==> src/sv/awb_div.sv <==
// Pipelined restoring divider: 32-bit numerator by 16-bit denominator, four
// quotient bits per stage, NumW/4 stall-able register stages.
module awb_div #(
	parameter int unsigned NumW = 32,
	parameter int unsigned DenW = 16,
	parameter int unsigned TagW = 8
) (
	input  logic            clk,
	input  logic            arst_n,
	input  logic            en,
	input  logic            in_v,
	input  logic [NumW-1:0] num_a,
	input  logic [DenW-1:0] den_a,
	input  logic [NumW-1:0] num_b,
	input  logic [DenW-1:0] den_b,
	input  logic [TagW-1:0] tag_in,
	output logic            out_v,
	output logic [NumW-1:0] quo_a,
	output logic [NumW-1:0] quo_b,
	output logic [TagW-1:0] tag_out
);
	localparam int unsigned Stages = NumW / 4;

	logic            v_s [Stages+1];
	logic [NumW-1:0] qa_s [Stages+1];
	logic [NumW-1:0] qb_s [Stages+1];
	logic [DenW:0]   ra_s [Stages+1];
	logic [DenW:0]   rb_s [Stages+1];
	logic [DenW-1:0] da_s [Stages+1];
	logic [DenW-1:0] db_s [Stages+1];
	logic [TagW-1:0] t_s  [Stages+1];

	assign v_s[0]  = in_v;
	assign qa_s[0] = num_a;
	assign qb_s[0] = num_b;
	assign ra_s[0] = '0;
	assign rb_s[0] = '0;
	assign da_s[0] = den_a;
	assign db_s[0] = den_b;
	assign t_s[0]  = tag_in;

	for (genvar g = 0; g < Stages; g++) begin : g_stage
		logic [NumW-1:0] qa, qb;
		logic [DenW:0]   ra, rb;
		// four quotient bits per stage for both lanes
		always_comb begin
			logic [DenW+1:0] ta, tb;
			qa = qa_s[g];
			qb = qb_s[g];
			ra = ra_s[g];
			rb = rb_s[g];
			for (int k = 0; k < 4; k++) begin
				ta = {ra, qa[NumW-1]};
				tb = {rb, qb[NumW-1]};
				qa = {qa[NumW-2:0], 1'b0};
				qb = {qb[NumW-2:0], 1'b0};
				if (ta >= {2'b00, da_s[g]}) begin
					ta = ta - {2'b00, da_s[g]};
					qa[0] = 1'b1;
				end
				if (tb >= {2'b00, db_s[g]}) begin
					tb = tb - {2'b00, db_s[g]};
					qb[0] = 1'b1;
				end
				ra = ta[DenW:0];
				rb = tb[DenW:0];
			end
		end
		always_ff @(posedge clk or negedge arst_n) begin
			if (!arst_n) begin
				v_s[g+1] <= 1'b0;
			end else if (en) begin
				v_s[g+1] <= v_s[g];
			end
		end
		always_ff @(posedge clk) begin
			if (en) begin
				qa_s[g+1] <= qa;
				qb_s[g+1] <= qb;
				ra_s[g+1] <= ra;
				rb_s[g+1] <= rb;
				da_s[g+1] <= da_s[g];
				db_s[g+1] <= db_s[g];
				t_s[g+1]  <= t_s[g];
			end
		end
	end

	assign out_v   = v_s[Stages];
	assign quo_a   = qa_s[Stages];
	assign quo_b   = qb_s[Stages];
	assign tag_out = t_s[Stages];
endmodule

==> config.mk <==
export PLATFORM = sky130hd
export DESIGN_NAME = awb_div
export DESIGN_NICKNAME = d
export VERILOG_FILES = /design/src/sv/awb_div.sv
export SDC_FILE = /design/constraint.sdc
export NUM_CORES = 2
export LEC_CHECK = 0
export ABC_AREA = 1
export CORE_ASPECT_RATIO = 1.75
export CORE_UTILIZATION = 35
export CTS_CLUSTER_DIAMETER = 200
export DETAILED_ROUTE_END_ITERATION = 10
export DONT_BUFFER_PORTS = 1
export SLEW_MARGIN = 20
export SYNTH_ARGS = -nofsm -noshare
export SYNTH_HDL_FRONTEND = slang
export SYNTH_SLANG_ARGS = --single-unit
==> constraint.sdc <==
create_clock -name clk -period 9.2 [get_ports clk]
set_input_delay 0.46 -clock clk [delete_from_list [all_inputs] [get_ports clk]]
set_output_delay 0.46 -clock clk [all_outputs]
set_load 0.02 [all_outputs]
==> summary.md <==
- **outcome** complete, no violations
- **aggregate global routing overflow** 0
- **highest-delay cell along the critical path** sky130_fd_sc_hd__a211oi_1
- **Post-DP Area** 0.107 mm²
- **pin count of the biggest net entering global routing** 181
- **# Max-Cap Violations** 0
- **max-slew violations** 0
- **total via count in the routed design** 85700
- **slew margin rel.** 0.239
- **number of synthesized register bits** 1046
- **number of failing hold endpoints at the final stage** 0
- **DRT Wirelength** 301 mm
- **Max Buffers Root-to-Sink** 3
- **Reg2Reg Launch Point** db_s[102]
- **CTS tree** built
- **post-route DRC violation count** 0
- **final hold slack** 130 ps
- **number of instances in the synthesized netlist** 11900
- **total area of multi-input combinational cells** 0.0555 mm²
- **Nets** 14600
- **area of the mapped netlist** 0.0932 mm²
- **category of the most critical setup path** reg2reg
- **flip-flop and latch area** 0.0314 mm²
- **level count of the clock H-tree** 3
- **number of warnings reported in the yosys synthesis log** 0
- **count of port buffers added during placement** 0
- **core area** 0.265 mm²
- **slowest cell delay on critical path** 490 ps
- **kind of capture point of the worst setup path** flop
- **row count** 250
- **first drt pass iteration count** 6
- **Post-DRT Antenna Nets** 0
- **antenna violations before repair** 6
- **number of global-route vias before repair** 89100
- **wire length of the first global-routing pass** 458 mm
- **Total GRT Usage** 0.219
- **total of endpoints with negative setup slack in the final report** 0
- **insertion delay of the later-clocked pin in the worst-skew pair** 780 ps
- **Synth Net Count** 13100
- **number of buffers created by CTS** 112
- **Arr. time, crit path** 9280 ps
- **Final WS setup** 435 ps
- **chip height** 684 µm
- **peak fanout along the critical path** 17
- **Placement Setup Slack** -401 ps
- **Final Critical Period** 8770 ps
- **vias per cell** 5.03
- **Sinks on Clock Net** 1046
- **width of the die** 392 µm
- **library cell used as clock root buffer** sky130_fd_sc_hd__clkbuf_16
- **Die ar.** 0.268 mm²
- **sequential-to-total area share from yosys stat** 0.337
- **summed area of non-filler cells in the final layout** 0.113 mm²
- **Max Freq** 114 MHz
- **number of enable flip-flop cells after synthesis** 1038
- **share of the clock period used by the worst path** 0.953
- **dpl hpwl** 251 mm
- **clk slew on worst S/H paths** 80 ps
- **routability-driven placement congestion ratio** 0.985
- **most frequently used flop master after synthesis** sky130_fd_sc_hd__edfxtp_1
- **worst hold path startpoint** den_b[1]
- **Top cell by count, worst path** sky130_fd_sc_hd__nand2_1
- **number of unique standard cell types used by synthesis** 75
- **post-route clock skew** 42.0 ps
- **share of layout cells above drive strength 1** 0.155
- **area added between synthesis and finish** 21.6%
- **critical path startpoint** db_s[102]
- **classification of the worst-slack hold path** in2reg
- **fillers** 27000
- **Wirelength per Cell** 17.7 µm
- **ys async rst share** 0.00765
- **syn_area_per_cell** 7.80 µm²
- **transition time at the pin with the least slew margin** 1140 ps
- **Ports** 181
- **data required time of the worst path** 9710 ps
- **DRT iter0 DRCs** 3086
- **register-to-register setup slack** 430 ps
- **Startpoint Class** flop
- **initial core utilization** 0.352
## Yosys cell counts (59+ instances only)
cell                       count  area (µm²)
sky130_fd_sc_hd__a21o_1       67         503
sky130_fd_sc_hd__a21oi_1     970        4850
sky130_fd_sc_hd__buf_2        78         390
sky130_fd_sc_hd__buf_4       101         758
sky130_fd_sc_hd__edfxtp_1   1038       31200
sky130_fd_sc_hd__fa_1         60        1200
sky130_fd_sc_hd__ha_1        996       12500
sky130_fd_sc_hd__inv_1      1406        5280
sky130_fd_sc_hd__nand2_1    3347       12600
sky130_fd_sc_hd__nand2_2      81         507
sky130_fd_sc_hd__nand3_1     610        3050
sky130_fd_sc_hd__nand3b_1     62         465
sky130_fd_sc_hd__nand4_1     123         769
sky130_fd_sc_hd__nor2_1      571        2140
sky130_fd_sc_hd__nor3_1      110         551
sky130_fd_sc_hd__o21ai_0     774        3870
sky130_fd_sc_hd__o21ai_1     124         621
sky130_fd_sc_hd__o21bai_1     59         443
sky130_fd_sc_hd__xnor2_1     320        2800
sky130_fd_sc_hd__xor2_1      436        3820
## sequential cells by signal, indices dropped and copies added, names as in the netlist
| register | flops |
|---|---|
| da_s | 112 |
| v_s | 7 |
| qb_s | 28 |
| quo_a | 32 |
| db_s | 112 |
| rb_s | 119 |
| g_stage.qa | 196 |
| ra_s | 119 |
| t_s | 56 |
| g_stage.qb | 196 |
| tag_out | 8 |
| quo_b | 32 |
| out_v | 1 |
| qa_s | 28 |
## metal layers
| layer | routed length [µm] | GRT usage | part of all wire |
|---|---|---|---|
| met2 | 173000 | 0.458 | 0.58 |
| met3 | 8820 | 0.0277 | 0.029 |
| met1 | 90600 | 0.170 | 0.30 |
| met5 | 15 | 0 | 0.000050 |
| met4 | 28200 | 0.180 | 0.094 |
## worst max-delay path, delay by kind of cell (launching register included)
kind,cells,cell delay [ps]
AO/OA/AOI/OAI,12,2460
XOR/XNOR,1,220
adder cells (fa/ha/maj),4,1470
buffers and inverters,9,1090
flip-flops,1,410
AND/OR/NAND/NOR,19,2790
## per-stage QoR
step | utilization | cells | TNS (ps)
floorplan | - | 11900 | 0
global placement | 0.405 | 16700 | -9360
detailed placement | 0.405 | 16700 | -14180
CTS | 0.424 | 17000 | 0
global route | 0.428 | 17000 | -748
finish | 0.428 | 17000 | 0
## cells by family after synthesis
| kind of cell | synth area share |
|---|---|
| XOR/XNOR | 0.0711 |
| AND/OR/NAND/NOR | 0.237 |
| adder cells (fa/ha/maj) | 0.147 |
| buffers and inverters | 0.0749 |
| flip-flops | 0.337 |
| AO/OA/AOI/OAI | 0.134 |
## placed cells by master, fill, tap and decap left out, types with 40 or more instances in the layout
cell / instances
sky130_fd_sc_hd__a21oi_1: 936
sky130_fd_sc_hd__xnor2_1: 320
sky130_fd_sc_hd__ha_1: 982
sky130_fd_sc_hd__o21ai_1: 179
sky130_fd_sc_hd__fa_1: 60
sky130_fd_sc_hd__o21ai_0: 692
sky130_fd_sc_hd__nand3_1: 608
sky130_fd_sc_hd__a21o_1: 66
sky130_fd_sc_hd__edfxtp_1: 1038
sky130_fd_sc_hd__nor2_1: 562
sky130_fd_sc_hd__xor2_1: 436
sky130_fd_sc_hd__nand3b_1: 62
sky130_fd_sc_hd__a31oi_1: 45
sky130_fd_sc_hd__buf_4: 1438
sky130_fd_sc_hd__dlygate4sd3_1: 102
sky130_fd_sc_hd__inv_1: 1395
sky130_fd_sc_hd__nand2_1: 3340
sky130_fd_sc_hd__or2_2: 40
sky130_fd_sc_hd__o21bai_1: 58
sky130_fd_sc_hd__nand4_1: 123
sky130_fd_sc_hd__clkbuf_16: 113
sky130_fd_sc_hd__o21a_1: 48
sky130_fd_sc_hd__nor3_1: 105
sky130_fd_sc_hd__nand2_2: 81
sky130_fd_sc_hd__a21oi_2: 47
## final cells by class
class | count | share of cell area
antenna | 3 | 0.0000663
multi-input combinational | 9220 | 0.490
timing repair inverter | 1 | 0.0000663
inverter | 1447 | 0.0486
timing repair buffer | 1581 | 0.112
tap | 3528 | 0.0390
clock buffer | 132 | 0.0259
sequential | 1046 | 0.277
clock inverter | 78 | 0.00752
## timing repair
action                     in CTS  in global routing
pin swaps                       2                 23
setup endpoints to repair      67                217
gates resized for setup        20                245
setup buffers                   5                 40
hold endpoints to repair      147                  0
hold buffers                  103                  0
cloned                          0                  6
## path summary, 6_finish.rpt
check | end | depth (start not counted)
max reg2reg | rb_s[93] | 45
max | rb_s[93] | 45
min | rb_s[120] | 3
min in group asynchronous | out_v | 2
min reg2reg | quo_b[14] | 0
max in group asynchronous | v_s[5] | 2
Power is left out: the tool's default activity adds up to more than one toggle a clock period on the data nets, which glitch-free logic cannot reach.
